### src/ocx_pkg.sv
// Shared types and constants for the order crossover block.
// Depends on nothing; imported by the sequencer and the top level.
`default_nettype none

package ocx_pkg;

  localparam int unsigned GENE_W     = 6;
  localparam int unsigned PAIR_W     = 2 * GENE_W;
  localparam int unsigned CNT_W      = 7;
  localparam int unsigned CHANCE_W   = 16;
  localparam int unsigned THR_W      = 17;
  localparam int unsigned TOTAL_W    = 32;
  localparam int unsigned CFG_IDX_W  = 2;
  localparam int unsigned CFG_DATA_W = 17;
  localparam int unsigned GENE_SLOTS = 2 ** GENE_W;

  localparam logic [CFG_IDX_W-1:0] REG_GENE_COUNT      = CFG_IDX_W'(0);
  localparam logic [CFG_IDX_W-1:0] REG_CROSS_THRESHOLD = CFG_IDX_W'(1);

  localparam logic [CNT_W-1:0] GENE_COUNT_RESET = CNT_W'(64);
  localparam logic [THR_W-1:0] THRESHOLD_RESET  = THR_W'(58982);

  // Work handed to the sequencer when the last gene pair of a parent set lands.
  typedef struct packed {
    logic              crossed;
    logic [CNT_W-1:0]  count;
    logic [GENE_W-1:0] lo;
    logic [GENE_W-1:0] hi;
  } ocx_cmd_t;

  // One child gene pair on its way to the output.
  typedef struct packed {
    logic [GENE_W-1:0] position;
    logic [GENE_W-1:0] first;
    logic [GENE_W-1:0] second;
    logic              crossed;
    logic              last;
  } ocx_result_t;

endpackage

`default_nettype wire

### src/order_crossover_permutation.sv
// Top level of the order crossover block: configuration, parent loading and
// the crossover decision. Depends on ocx_pkg, ocx_ram and ocx_seq.
`default_nettype none

// Usage
// Gene pairs are sent as command transactions: a pair is taken at a rising
// edge where start is high and busy is low, one per cycle while loading. The
// pair that fills the last position (effective gene count minus one) also
// carries chance and the two cut points; with it the block decides whether to
// cross and raises busy. After the final pair the block produces one result
// transaction per position of the effective gene count, each on the result
// ports for a single cycle with valid_o high; last_gene_o marks the final one.
// The receiver cannot stall, so results simply appear on schedule. The fill
// reads the parent memory once per cycle for each child in turn, and emission
// needs two reads of the single child memory port per position. The last
// result is on the ports in the first cycle with busy low. Loading runs at
// one pair per cycle.
// Configuration writes (gene_count at index 0, cross_threshold at index 1)
// are always ready and must only be made while the block is idle.
// Reset restores both registers, the load position and the crossover count;
// the gene memories need no clearing, since every entry used is written first.
module order_crossover_permutation #(
  parameter int unsigned MAX_GENES = 64
) (
  input  wire logic                           clk_i,
  input  wire logic                           rst_ni,
  input  wire logic                           start,
  output logic                                busy,
  input  wire logic [ocx_pkg::GENE_W-1:0]     first_parent_gene_i,
  input  wire logic [ocx_pkg::GENE_W-1:0]     second_parent_gene_i,
  input  wire logic [ocx_pkg::CHANCE_W-1:0]   chance_i,
  input  wire logic [ocx_pkg::GENE_W-1:0]     cut_one_i,
  input  wire logic [ocx_pkg::GENE_W-1:0]     cut_two_i,
  input  wire logic                           cfg_valid_i,
  output logic                                cfg_ready_o,
  input  wire logic [ocx_pkg::CFG_IDX_W-1:0]  cfg_index_i,
  input  wire logic [ocx_pkg::CFG_DATA_W-1:0] cfg_data_i,
  output logic                                valid_o,
  output logic      [ocx_pkg::GENE_W-1:0]     position_o,
  output logic      [ocx_pkg::GENE_W-1:0]     first_child_gene_o,
  output logic      [ocx_pkg::GENE_W-1:0]     second_child_gene_o,
  output logic                                crossed_o,
  output logic                                last_gene_o,
  output logic      [ocx_pkg::TOTAL_W-1:0]    crossover_count_o
);

  import ocx_pkg::*;

  // Usable genes: the parameter, but never beyond what a 6-bit gene indexes.
  localparam int unsigned LIMIT = (MAX_GENES < GENE_SLOTS) ? MAX_GENES : GENE_SLOTS;
  localparam int unsigned AW    = $clog2(LIMIT);

  logic [CNT_W-1:0]   gene_count_q;
  logic [THR_W-1:0]   threshold_q;
  logic [GENE_W-1:0]  load_pos_q;
  logic [TOTAL_W-1:0] total_q;

  logic [CNT_W-1:0]  count;
  logic [CNT_W-1:0]  count_m1;
  logic [CNT_W-1:0]  cut_a;
  logic [CNT_W-1:0]  cut_b;
  logic              accept;
  logic              final_pair;
  logic              cross_now;
  ocx_cmd_t          cmd;

  logic              seq_busy;
  logic [AW-1:0]     p_raddr;
  logic [PAIR_W-1:0] p_rdata;
  logic              c_we;
  logic [AW:0]       c_waddr;
  logic [GENE_W-1:0] c_wdata;
  logic [AW:0]       c_raddr;
  logic [GENE_W-1:0] c_rdata;
  logic              res_valid;
  ocx_result_t       res;

  // A gene count of zero means one; anything above the limit means the limit.
  always_comb begin
    if (gene_count_q == '0)                count = CNT_W'(1);
    else if (gene_count_q > CNT_W'(LIMIT)) count = CNT_W'(LIMIT);
    else                                   count = gene_count_q;
  end

  assign count_m1   = count - CNT_W'(1);
  assign accept     = start && !seq_busy;
  // At or past the last position counts as final, even if the count shrank.
  assign final_pair = (({1'b0, load_pos_q} + CNT_W'(1)) >= count);
  assign cross_now  = ({1'b0, chance_i} < threshold_q);

  // Clamp both cuts into range, then order them so lo <= hi.
  always_comb begin
    cut_a = ({1'b0, cut_one_i} > count_m1) ? count_m1 : {1'b0, cut_one_i};
    cut_b = ({1'b0, cut_two_i} > count_m1) ? count_m1 : {1'b0, cut_two_i};
    cmd.crossed = cross_now;
    cmd.count   = count;
    if (cut_a > cut_b) begin
      cmd.lo = cut_b[GENE_W-1:0];
      cmd.hi = cut_a[GENE_W-1:0];
    end else begin
      cmd.lo = cut_a[GENE_W-1:0];
      cmd.hi = cut_b[GENE_W-1:0];
    end
  end

  always_ff @(posedge clk_i or negedge rst_ni) begin
    if (!rst_ni) begin
      gene_count_q <= GENE_COUNT_RESET;
      threshold_q  <= THRESHOLD_RESET;
      load_pos_q   <= '0;
      total_q      <= '0;
    end else begin
      if (cfg_valid_i) begin
        case (cfg_index_i)
          REG_GENE_COUNT:      gene_count_q <= cfg_data_i[CNT_W-1:0];
          REG_CROSS_THRESHOLD: threshold_q  <= cfg_data_i[THR_W-1:0];
          default: ;
        endcase
      end
      if (accept) begin
        if (final_pair) begin
          load_pos_q <= '0;
          if (cross_now) total_q <= total_q + TOTAL_W'(1);
        end else begin
          load_pos_q <= load_pos_q + GENE_W'(1);
        end
      end
    end
  end

  // Parent store: both parents side by side, first parent in the upper half.
  ocx_ram #(
    .WIDTH (PAIR_W),
    .DEPTH (LIMIT)
  ) u_parent_ram (
    .clk_i   (clk_i),
    .we_i    (accept),
    .waddr_i (load_pos_q[AW-1:0]),
    .wdata_i ({first_parent_gene_i, second_parent_gene_i}),
    .raddr_i (p_raddr),
    .rdata_o (p_rdata)
  );

  // Child store: first child in the lower half, second child in the upper.
  ocx_ram #(
    .WIDTH (GENE_W),
    .DEPTH (2 << AW)
  ) u_child_ram (
    .clk_i   (clk_i),
    .we_i    (c_we),
    .waddr_i (c_waddr),
    .wdata_i (c_wdata),
    .raddr_i (c_raddr),
    .rdata_o (c_rdata)
  );

  ocx_seq #(
    .LIMIT (LIMIT),
    .AW    (AW)
  ) u_seq (
    .clk_i       (clk_i),
    .rst_ni      (rst_ni),
    .start_i     (accept && final_pair),
    .cmd_i       (cmd),
    .busy_o      (seq_busy),
    .p_raddr_o   (p_raddr),
    .p_rdata_i   (p_rdata),
    .c_we_o      (c_we),
    .c_waddr_o   (c_waddr),
    .c_wdata_o   (c_wdata),
    .c_raddr_o   (c_raddr),
    .c_rdata_i   (c_rdata),
    .res_valid_o (res_valid),
    .res_o       (res)
  );

  assign busy                = seq_busy;
  assign cfg_ready_o         = 1'b1;
  assign valid_o             = res_valid;
  assign position_o          = res.position;
  assign first_child_gene_o  = res.first;
  assign second_child_gene_o = res.second;
  assign crossed_o           = res.crossed;
  assign last_gene_o         = res.last;
  assign crossover_count_o   = total_q;

endmodule

`default_nettype wire

### src/ocx_ram.sv
// Generic single-write, single-read synchronous RAM with registered read data.
// Depends on nothing; used for the parent and child stores.
`default_nettype none

module ocx_ram #(
  parameter int unsigned WIDTH = 12,
  parameter int unsigned DEPTH = 64
) (
  input  wire logic                     clk_i,
  input  wire logic                     we_i,
  input  wire logic [$clog2(DEPTH)-1:0] waddr_i,
  input  wire logic [WIDTH-1:0]         wdata_i,
  input  wire logic [$clog2(DEPTH)-1:0] raddr_i,
  output logic      [WIDTH-1:0]         rdata_o
);

  logic [WIDTH-1:0] mem_q [DEPTH];

  always_ff @(posedge clk_i) begin
    if (we_i) begin
      mem_q[waddr_i] <= wdata_i;
    end
    rdata_o <= mem_q[raddr_i];
  end

endmodule

`default_nettype wire

### src/ocx_seq.sv
// Fill and emit sequencer: for a crossed set it builds both children in the
// child memory, then streams them out; an uncrossed set streams the parents.
// Depends on ocx_pkg; drives the parent read port and the child memory.
`default_nettype none

module ocx_seq #(
  parameter int unsigned LIMIT = 64,
  parameter int unsigned AW    = 6
) (
  input  wire logic                          clk_i,
  input  wire logic                          rst_ni,
  input  wire logic                          start_i,
  input  wire ocx_pkg::ocx_cmd_t             cmd_i,
  output logic                               busy_o,
  output logic      [AW-1:0]                 p_raddr_o,
  input  wire logic [ocx_pkg::PAIR_W-1:0]    p_rdata_i,
  output logic                               c_we_o,
  output logic      [AW:0]                   c_waddr_o,
  output logic      [ocx_pkg::GENE_W-1:0]    c_wdata_o,
  output logic      [AW:0]                   c_raddr_o,
  input  wire logic [ocx_pkg::GENE_W-1:0]    c_rdata_i,
  output logic                               res_valid_o,
  output ocx_pkg::ocx_result_t               res_o
);

  import ocx_pkg::*;

  localparam logic [2:0] ST_IDLE  = 3'd0;
  localparam logic [2:0] ST_COPY  = 3'd1;
  localparam logic [2:0] ST_SCAN  = 3'd2;
  localparam logic [2:0] ST_EMIT  = 3'd3;
  localparam logic [2:0] ST_DRAIN = 3'd4;

  localparam logic [1:0] K_COPY   = 2'd0;
  localparam logic [1:0] K_SCAN   = 2'd1;
  localparam logic [1:0] K_EMIT_A = 2'd2;
  localparam logic [1:0] K_EMIT_B = 2'd3;

  function automatic logic [GENE_W-1:0] wrap_inc(input logic [GENE_W-1:0] x,
                                                 input logic [CNT_W-1:0]  n);
    logic [CNT_W-1:0] s;
    s = {1'b0, x} + CNT_W'(1);
    wrap_inc = (s == n) ? '0 : s[GENE_W-1:0];
  endfunction

  logic [2:0]            state_q, state_d;
  ocx_cmd_t              cmd_q, cmd_d;
  logic                  sel_q, sel_d;
  logic [GENE_W-1:0]     iss_q, iss_d;
  logic [GENE_W-1:0]     dst_q, dst_d;
  logic [CNT_W-1:0]      scanned_q, scanned_d;
  logic                  ph_q, ph_d;
  logic [GENE_SLOTS-1:0] marks_q, marks_d;
  logic [LIMIT-1:0]      fill0_q, fill0_d;
  logic [LIMIT-1:0]      fill1_q, fill1_d;
  logic [GENE_W-1:0]     hold_c_q, hold_c_d;
  logic [PAIR_W-1:0]     hold_p_q, hold_p_d;
  logic                  s1_v_q, s1_v_d;
  logic [1:0]            s1_kind_q, s1_kind_d;
  logic [GENE_W-1:0]     s1_pos_q, s1_pos_d;
  logic                  res_valid_q, res_valid_d;
  ocx_result_t           res_q, res_d;

  logic [GENE_W-1:0] own_gene;
  logic [GENE_W-1:0] other_gene;
  logic              stop;

  assign own_gene   = sel_q ? p_rdata_i[GENE_W-1:0] : p_rdata_i[PAIR_W-1:GENE_W];
  assign other_gene = sel_q ? p_rdata_i[PAIR_W-1:GENE_W] : p_rdata_i[GENE_W-1:0];

  always_comb begin
    state_d     = state_q;
    cmd_d       = cmd_q;
    sel_d       = sel_q;
    iss_d       = iss_q;
    dst_d       = dst_q;
    scanned_d   = scanned_q;
    ph_d        = ph_q;
    marks_d     = marks_q;
    fill0_d     = fill0_q;
    fill1_d     = fill1_q;
    hold_c_d    = hold_c_q;
    hold_p_d    = hold_p_q;
    res_d       = res_q;
    res_valid_d = 1'b0;
    s1_v_d      = 1'b0;
    s1_kind_d   = K_COPY;
    s1_pos_d    = iss_q;
    c_we_o      = 1'b0;
    c_waddr_o   = '0;
    c_wdata_o   = '0;
    stop        = 1'b0;

    // Second stage: the read data issued last cycle is back.
    if (s1_v_q) begin
      case (s1_kind_q)
        K_COPY: begin
          c_we_o    = 1'b1;
          c_waddr_o = {sel_q, s1_pos_q[AW-1:0]};
          c_wdata_o = own_gene;
          if (sel_q) fill1_d[s1_pos_q[AW-1:0]] = 1'b1;
          else       fill0_d[s1_pos_q[AW-1:0]] = 1'b1;
          marks_d[own_gene] = 1'b1;
        end
        K_SCAN: begin
          if (dst_q == cmd_q.lo || scanned_q == cmd_q.count) begin
            stop = 1'b1;
          end else begin
            scanned_d = scanned_q + CNT_W'(1);
            if (!marks_q[other_gene]) begin
              c_we_o    = 1'b1;
              c_waddr_o = {sel_q, dst_q[AW-1:0]};
              c_wdata_o = other_gene;
              if (sel_q) fill1_d[dst_q[AW-1:0]] = 1'b1;
              else       fill0_d[dst_q[AW-1:0]] = 1'b1;
              dst_d = wrap_inc(dst_q, cmd_q.count);
            end
          end
        end
        K_EMIT_A: begin
          hold_c_d = fill0_q[s1_pos_q[AW-1:0]] ? c_rdata_i : '0;
          hold_p_d = p_rdata_i;
        end
        K_EMIT_B: begin
          res_valid_d    = 1'b1;
          res_d.position = s1_pos_q;
          res_d.crossed  = cmd_q.crossed;
          res_d.last     = (({1'b0, s1_pos_q} + CNT_W'(1)) == cmd_q.count);
          if (cmd_q.crossed) begin
            res_d.first  = hold_c_q;
            res_d.second = fill1_q[s1_pos_q[AW-1:0]] ? c_rdata_i : '0;
          end else begin
            res_d.first  = hold_p_q[PAIR_W-1:GENE_W];
            res_d.second = hold_p_q[GENE_W-1:0];
          end
        end
        default: ;
      endcase
    end

    // First stage: pick the next read and advance the sequence.
    case (state_q)
      ST_IDLE: begin
        if (start_i) begin
          cmd_d   = cmd_i;
          sel_d   = 1'b0;
          ph_d    = 1'b0;
          marks_d = '0;
          fill0_d = '0;
          fill1_d = '0;
          if (cmd_i.crossed) begin
            state_d = ST_COPY;
            iss_d   = cmd_i.lo;
          end else begin
            state_d = ST_EMIT;
            iss_d   = '0;
          end
        end
      end
      ST_COPY: begin
        s1_v_d    = 1'b1;
        s1_kind_d = K_COPY;
        if (iss_q == cmd_q.hi) begin
          state_d   = ST_SCAN;
          iss_d     = wrap_inc(cmd_q.hi, cmd_q.count);
          dst_d     = wrap_inc(cmd_q.hi, cmd_q.count);
          scanned_d = '0;
        end else begin
          iss_d = iss_q + GENE_W'(1);
        end
      end
      ST_SCAN: begin
        if (stop) begin
          if (!sel_q) begin
            sel_d   = 1'b1;
            marks_d = '0;
            iss_d   = cmd_q.lo;
            state_d = ST_COPY;
          end else begin
            state_d = ST_EMIT;
            iss_d   = '0;
            ph_d    = 1'b0;
          end
        end else begin
          s1_v_d    = 1'b1;
          s1_kind_d = K_SCAN;
          iss_d     = wrap_inc(iss_q, cmd_q.count);
        end
      end
      ST_EMIT: begin
        s1_v_d    = 1'b1;
        s1_kind_d = ph_q ? K_EMIT_B : K_EMIT_A;
        ph_d      = ~ph_q;
        if (ph_q) begin
          if (({1'b0, iss_q} + CNT_W'(1)) == cmd_q.count) state_d = ST_DRAIN;
          else                                            iss_d   = iss_q + GENE_W'(1);
        end
      end
      ST_DRAIN: begin
        state_d = ST_IDLE;
      end
      default: begin
        state_d = ST_IDLE;
      end
    endcase
  end

  always_ff @(posedge clk_i or negedge rst_ni) begin
    if (!rst_ni) begin
      state_q     <= ST_IDLE;
      s1_v_q      <= 1'b0;
      res_valid_q <= 1'b0;
    end else begin
      state_q     <= state_d;
      s1_v_q      <= s1_v_d;
      res_valid_q <= res_valid_d;
    end
  end

  always_ff @(posedge clk_i) begin
    cmd_q     <= cmd_d;
    sel_q     <= sel_d;
    iss_q     <= iss_d;
    dst_q     <= dst_d;
    scanned_q <= scanned_d;
    ph_q      <= ph_d;
    marks_q   <= marks_d;
    fill0_q   <= fill0_d;
    fill1_q   <= fill1_d;
    hold_c_q  <= hold_c_d;
    hold_p_q  <= hold_p_d;
    s1_kind_q <= s1_kind_d;
    s1_pos_q  <= s1_pos_d;
    res_q     <= res_d;
  end

  assign busy_o      = (state_q != ST_IDLE);
  assign p_raddr_o   = iss_q[AW-1:0];
  assign c_raddr_o   = {ph_q, iss_q[AW-1:0]};
  assign res_valid_o = res_valid_q;
  assign res_o       = res_q;

endmodule

`default_nettype wire

### config.mk
export PLATFORM = sky130hd
export DESIGN_NAME = order_crossover_permutation
export DESIGN_NICKNAME = d
export VERILOG_FILES = /design/src/ocx_pkg.sv /design/src/order_crossover_permutation.sv /design/src/ocx_ram.sv /design/src/ocx_seq.sv
export SDC_FILE = /design/constraint.sdc
export NUM_CORES = 2
export LEC_CHECK = 0
export BUFFER_PORTS_ARGS = -buffer_cell sky130_fd_sc_hd__buf_2
export CORE_ASPECT_RATIO = 0.75
export CORE_UTILIZATION = 50
export CTS_CLUSTER_SIZE = 16
export DETAILED_ROUTE_END_ITERATION = 16
export PLACE_DENSITY_LB_ADDON = 0.3
export SETUP_SLACK_MARGIN = 0.5
export SLEW_MARGIN = 15
export SYNTH_ARGS = -nofsm -noshare
export SYNTH_HDL_FRONTEND = slang
export SYNTH_SLANG_ARGS = --single-unit
### constraint.sdc
create_clock -name clk_i -period 12.59 [get_ports clk_i]
set_clock_uncertainty 0.05 [all_clocks]
set_input_delay 3.777 -clock clk_i [delete_from_list [all_inputs] [get_ports clk_i]]
set_output_delay 3.777 -clock clk_i [all_outputs]
set_load 0.01 [all_outputs]
== After elaboration in Yosys (flattened, before gate mapping) ==
Memories as Yosys holds them, arrays and structs flattened. A register that Yosys moved wholly into a read port is not among the register bits.
Index checks and enable logic that the tools add are counted.
Widths: inputs -> output; s select.
Word-level totals
  input port bits: 63
  output and inout port bits: 55
  logic and storage cells: 212
  register bits: 346
  memories: 2
  memory bits (writable): 1536
Cells by class
  add/subtract/negate cells: 10
  eq/ne operators: 21
  reduce and logical (&&, ||, !) cells: 26
  bitwise logic cells: 6
  $lt $le $gt $ge: 13
  multiplexer cells: 106
Memories
  u_child_ram.mem_q: words 128, bits a word 6, rd ports 1, clocked after Yosys merged registers in 1, write ports 1, RTL line ocx_ram.sv:17  | logic [WIDTH-1:0] mem_q [DEPTH];
  u_parent_ram.mem_q: words 64, bits a word 12, rd ports 1, clocked after Yosys merged registers in 1, write ports 1, RTL line ocx_ram.sv:17
Operators with widths (count)
  $mux 64: 19
  $pmux 64 s2: 3
  $or 64x64->64: 5
  $mux 6: 23
  $mux 7: 12
  $add 6x1->7 const B: 5
  $eq 7x7->1: 5
  $add 32x1->32 const B: 1
  $lt 6x7->1 const B: 4
  $mux 1: 25
  $mux 12: 2
  $pmux 6 s4: 1
  $bmux 1 s6: 3
  $demux 1 s6: 3
  $ge 6x1->1 const B: 3
  $lt 16x17->1: 1
  $mux 3: 5
  $gt 6x7->1: 2
  $pmux 7 s2: 1
  $add 6x1->6 const B: 2
  $eq 6x6->1: 2
  $ne 2x1->1 const B: 6
  $pmux 3 s4: 1
  $pmux 6 s2: 1
  29 further kinds: 47

== Longest topological paths before layout ==
  depth in word-level cells: 12
  depth in mapped cells: 28
  gate-level depth less buffers: 27

== Cells and area by module ==
A second synthesis with hierarchy kept.
Second synthesis, totals
  cells, all modules: 4755
  area, all modules: 78462.8 um^2
Modules (own cells, without submodules)
  ocx_ram (u_child_ram): sequential area each 23182.2 um^2, area each 29923.7 um^2, cells an instance 1271, instances 1
  ocx_ram (u_parent_ram): sequential area each 23302.3 um^2, area each 29851.1 um^2, cells an instance 1339, instances 1
  ocx_seq: sequential area each 6371.1 um^2, area each 14382.5 um^2, cells an instance 1683, instances 1
  order_crossover_permutation: sequential area each 1564.0 um^2, area each 4305.4 um^2, cells an instance 462, instances 1

== Least setup slack after synthesis ==
Ideal clock, no wire load.
  path kind: register to register
  start point: register u_seq.cmd_q[14] in the netlist's numbering
  end point: memory u_child_ram.mem_q[0][2] in the netlist's numbering (data pin)
  setup time: 1.230 ns
  period minus slack after synthesis: 8.904 ns
  required time: 11.310 ns
  stages on the path, launching flop included: 12
  data arrival time: 7.624 ns
  setup slack: 3.686 ns
  path buffers: 3
  cell sequence: edfxtp_1 buf_2 xnor2_1 nand4_1 nor4_1 a31oi_1 inv_1 nor3_2 buf_2 buf_4 a221oi_1 a211oi_1
Between the ends
  longest elaborated chain between the ends: 5
RTL lines
  from (decl): RTL line ocx_seq.sv:47  | ocx_cmd_t cmd_q, cmd_d;
  from (signal assigned): RTL line ocx_seq.sv:221  | cmd_q <= cmd_d;
  $eq 7x7->1: RTL line ocx_seq.sv:106  | if (dst_q == cmd_q.lo || scanned_q == cmd_q.count) begin
  $logic_or 1x1->1: RTL line ocx_seq.sv:106
  $mux 6: RTL line ocx_seq.sv:106
  $pmux 6 s2: RTL line ocx_seq.sv:96  | case (s1_kind_q)
  $mux 6: RTL line ocx_seq.sv:95  | if (s1_v_q) begin
  via c_wdata[2]: RTL line order_crossover_permutation.sv:72  | logic [GENE_W-1:0] c_wdata;
  to (decl): RTL line ocx_ram.sv:17
The timed path passes the listed nets, and every way through them passes these cells.

==> impl_metrics.csv <==
group,metric,value,unit
floorplanning,num_rows,125,
global_routing,grt_pass1_vias,43600,
floorplanning,initial_core_util,50.7,%
yosys,yosysWarnings,0,
final_layout,drive_gt1_share,23.4,%
sta,worstMarginPinSlew,1300,ps
cts,clock_latency,820,ps
sta,drv_slew,0,
yosys,synth.most_common_cell,"edfxtp_1",
critical_path,worstSetupEndpointType,"flip-flop",
final_layout,area_delta_synth_final,11.5,%
hold_path,hold_path.class,"flip-flop to flip-flop",
placed_design,place_ws,4300,ps
cts,numCtsBuffers,175,
power_and_ir_drop,p_leak,28.9,nW
power_and_ir_drop,p_clk_share,24.7,%
placed_design,dp_hpwl,130000,um
critical_path,path_cells,"buf_2, ha_1, nor2b_1, o21ai_0, nand2b_1, a21oi_1, a41oi_1, maj3_1, maj3_1, mux2i_1, ha_1, nor2b_1, o21a_1, o21a_1, o21a_1, o21ai_0, nand2b_1, a21oi_1, a41oi_1, buf_4, mux2i_1, a221o_1",
critical_path,critical-path-max-stage-delay,460,ps
final_layout,fill_cells,11800,
power_and_ir_drop,swShare,35.1,%
sta,finalSetupTns,0,ps
critical_path,cp_common_cell,"o21a_1",
sta,final-hold-violation-count,0,
power_and_ir_drop,p_int,14.2,mW
critical_path,critical_path_class,"input pin to flip-flop",
yosys,synth_edf_count,1602,
yosys,ys_seq_area_share,68.9,%
sta,maxSlewHeadroom,13.0,%
routing,first_pass_iters,7,
yosys,synth.distinct_cells,89,
yosys,syn-cell-area,0.0790,mm^2
global_routing,grt.total_usage,25.8,%
power_and_ir_drop,p_sw,7.67,mW
critical_path,crit_fanout,12,
placed_design,gp_congestion,0.961,
job,cap_violations,0,
placed_design,port-buffer-count,116,
routing,drtIter0Drc,6732,
critical_path,critPathLaunchType,"input pin",
floorplanning,die-area,0.160,mm^2
routing,postRouteAntennaNets,0,
cts,clockBufferDepth,3,
routing,drt-total-wl,206000,um
floorplanning,fp.dieW,461,um
global_routing,grt_max_degree,152,
routing,drc,0,
sta,rsz0062_at_grt,"false",
power_and_ir_drop,p_per_area,248,mW/mm^2
yosys,async_flop_share,3.53,%
floorplanning,die_y,346,um
routing,via_per_inst,6.43,
cts,cts_max_level,4,
cts,path_clk_slew,70,ps
global_routing,antenna_found_initial,3,
yosys,ys_ff_latch,1900,
yosys,synth_common_cells,"edfxtp_1, mux4_2, nor2_1",
global_routing,grt_pass1_wl,302000,um
final_layout,fin_util,56.5,%
cts,post_cts_buffers,0,
cts,cts_tree,"yes",
outcome,outcome,"finished clean",
routing,via_count,45500,
final_layout,nNetsFinal,4931,
sta,fin_crit,7460,ps
sta,setup_slack,5130,ps
power_and_ir_drop,peakVddDrop,0.211,mV
yosys,synth_area_leader_cell,"edfxtp_1",
cts,cts-root-buf,"clkbuf_16",
power_and_ir_drop,p_comb_share,35.8,%
critical_path,slowest_stage,"maj3_1",
floorplanning,core,0.156,mm^2
critical_path,crit_required,13090,ps
yosys,yosys_most_used_dff,"edfxtp_1",
floorplanning,io_pins,118,
power_and_ir_drop,seqPwrFrac,39.6,%
global_routing,grt_overflow,0,
routing,wire_per_inst,29.1,um
yosys,yosys-top-cells-area,"edfxtp_1, mux4_2, dfxtp_1",
yosys,netlist_instances,4701,
cts,cts.repair.resized,0,
critical_path,arrival,7960,ps
sta,setup_viol,0,
sta,fin_crit_sh,59.2,%
yosys,netlist.area_leader.share,60.9,%
yosys,syn_avg_cell_area,16.8,um^2
cts,clkSinkCount,1900,
sta,max_freq,134,MHz
cts,ctsHoldBuffers,0,
## power by group through the flow
stage	sequential, mW	combinational, mW	clock, mW
CTS	8.64	7.71	5.45
detailed placement	8.76	7.67	0
global route	8.73	8.21	5.69
finish	8.65	7.83	5.39
floorplan	8.63	5.18	0
global placement	8.72	7.59	0
## worst max-delay path, delay by kind of cell
family | cells | cell delay, ps
mux | 2 | 470
buf+inv | 2 | 330
simple gates | 4 | 400
compound gates | 10 | 1530
fa+ha+maj | 4 | 1420
## through the flow
stage	cells	total power [mW]	instance area (um^2)	hold slack (ps)
finish	7073	21.9	88100	395
global placement	6742	16.3	82100	376
floorplan	4702	13.8	79000	296
global route	7071	22.6	88100	396
detailed placement	6742	16.4	82200	382
CTS	7070	21.8	88000	396
## cell families (layout without fill, tap and decap cells)
kind of cell / after synthesis / in the layout / synth area share [%]
multiplexers: 573 / 573 / 15.3
XOR/XNOR: 97 / 97 / 1.08
buffers and inverters: 389 / 663 / 1.98
adder cells (fa/ha/maj): 48 / 48 / 0.749
AND/OR/NAND/NOR: 943 / 943 / 5.71
AO/OA/AOI/OAI: 749 / 749 / 6.23
flip-flops: 1900 / 1900 / 68.9
other: 2 / 5 / 0.00951
## routing by layer
layer	global-route usage (%)	wire length, um
met5	0	13
met4	7.69	5910
met3	5.93	22400
met2	37.0	90700
met1	39.2	86700
## final timing paths
check / cells after the start / startpoint / endpoint / slack, ps
worst max-delay path: 22 / cut_two_i[1] / u_seq.p_raddr_o[4] / 5130
worst min-delay path: 0 / u_seq.s1_pos_q[2] / u_seq.res_o[16] / 400
worst max register to register: 13 / u_seq.sel_q / u_child_ram.mem_q[91][4] / 6150
worst min register to register: 0 / u_seq.s1_pos_q[2] / u_seq.res_o[16] / 400
max in group asynchronous: 1 / rst_ni / u_seq.res_valid_o / 8820
min in group asynchronous: 1 / rst_ni / load_pos_q[5] / 3030
## final cells by class
cell class / instances / area [um^2] / share of cell area, %
Antenna cell: 2 / 5.00 / 0.00568
Timing Repair Buffer: 259 / 1680 / 1.91
Sequential cell: 1900 / 54400 / 61.8
Tap cell: 2095 / 2620 / 2.98
Inverter: 76 / 285 / 0.324
Clock inverter: 98 / 1090 / 1.23
Clock buffer: 230 / 4740 / 5.38
Multi-Input combinational cell: 2413 / 23200 / 26.4
## cell usage in the layout, fill, tap and decap left out, types with 21 or more instances in the layout
master,count
edfxtp_1,1602
mux4_2,506
nor2_1,271
dfxtp_1,231
a21oi_1,212
nand2_1,208
clkbuf_16,179
o21ai_0,145
buf_4,141
buf_2,115
nand3_1,102
o21a_1,94
nand2b_1,88
nor3_1,87
inv_1,71
a22oi_1,65
dfrtp_1,57
xnor2_1,54
clkbuf_1,44
xor2_1,43
ha_1,43
mux2_2,39
clkinv_1,34
a31oi_1,32
mux2i_1,28
clkinv_2,28
nand4_1,24
nor2_2,23
o22ai_1,22
a221oi_1,21
## sequential cells by signal (all words and copies together) (netlist names), 2 cells and up
name	count
u_child_ram.mem_q	768
u_parent_ram.mem_q	768
u_seq.fill0_q	64
u_seq.fill1_q	64
u_seq.marks_q	64
crossover_count_o	32
u_seq.cmd_q	20
u_seq.res_o	20
threshold_q	17
u_parent_ram.rdata_o	12
u_seq.hold_p_q	12
gene_count_q	7
u_seq.scanned_q	7
load_pos_q	6
u_child_ram.rdata_o	6
u_seq.dst_q	6
u_seq.hold_c_q	6
u_seq.p_raddr_o	6
u_seq.s1_pos_q	6
u_seq.state_q	3
u_seq.s1_kind_q	2
Power figures use the tool's default switching activity.
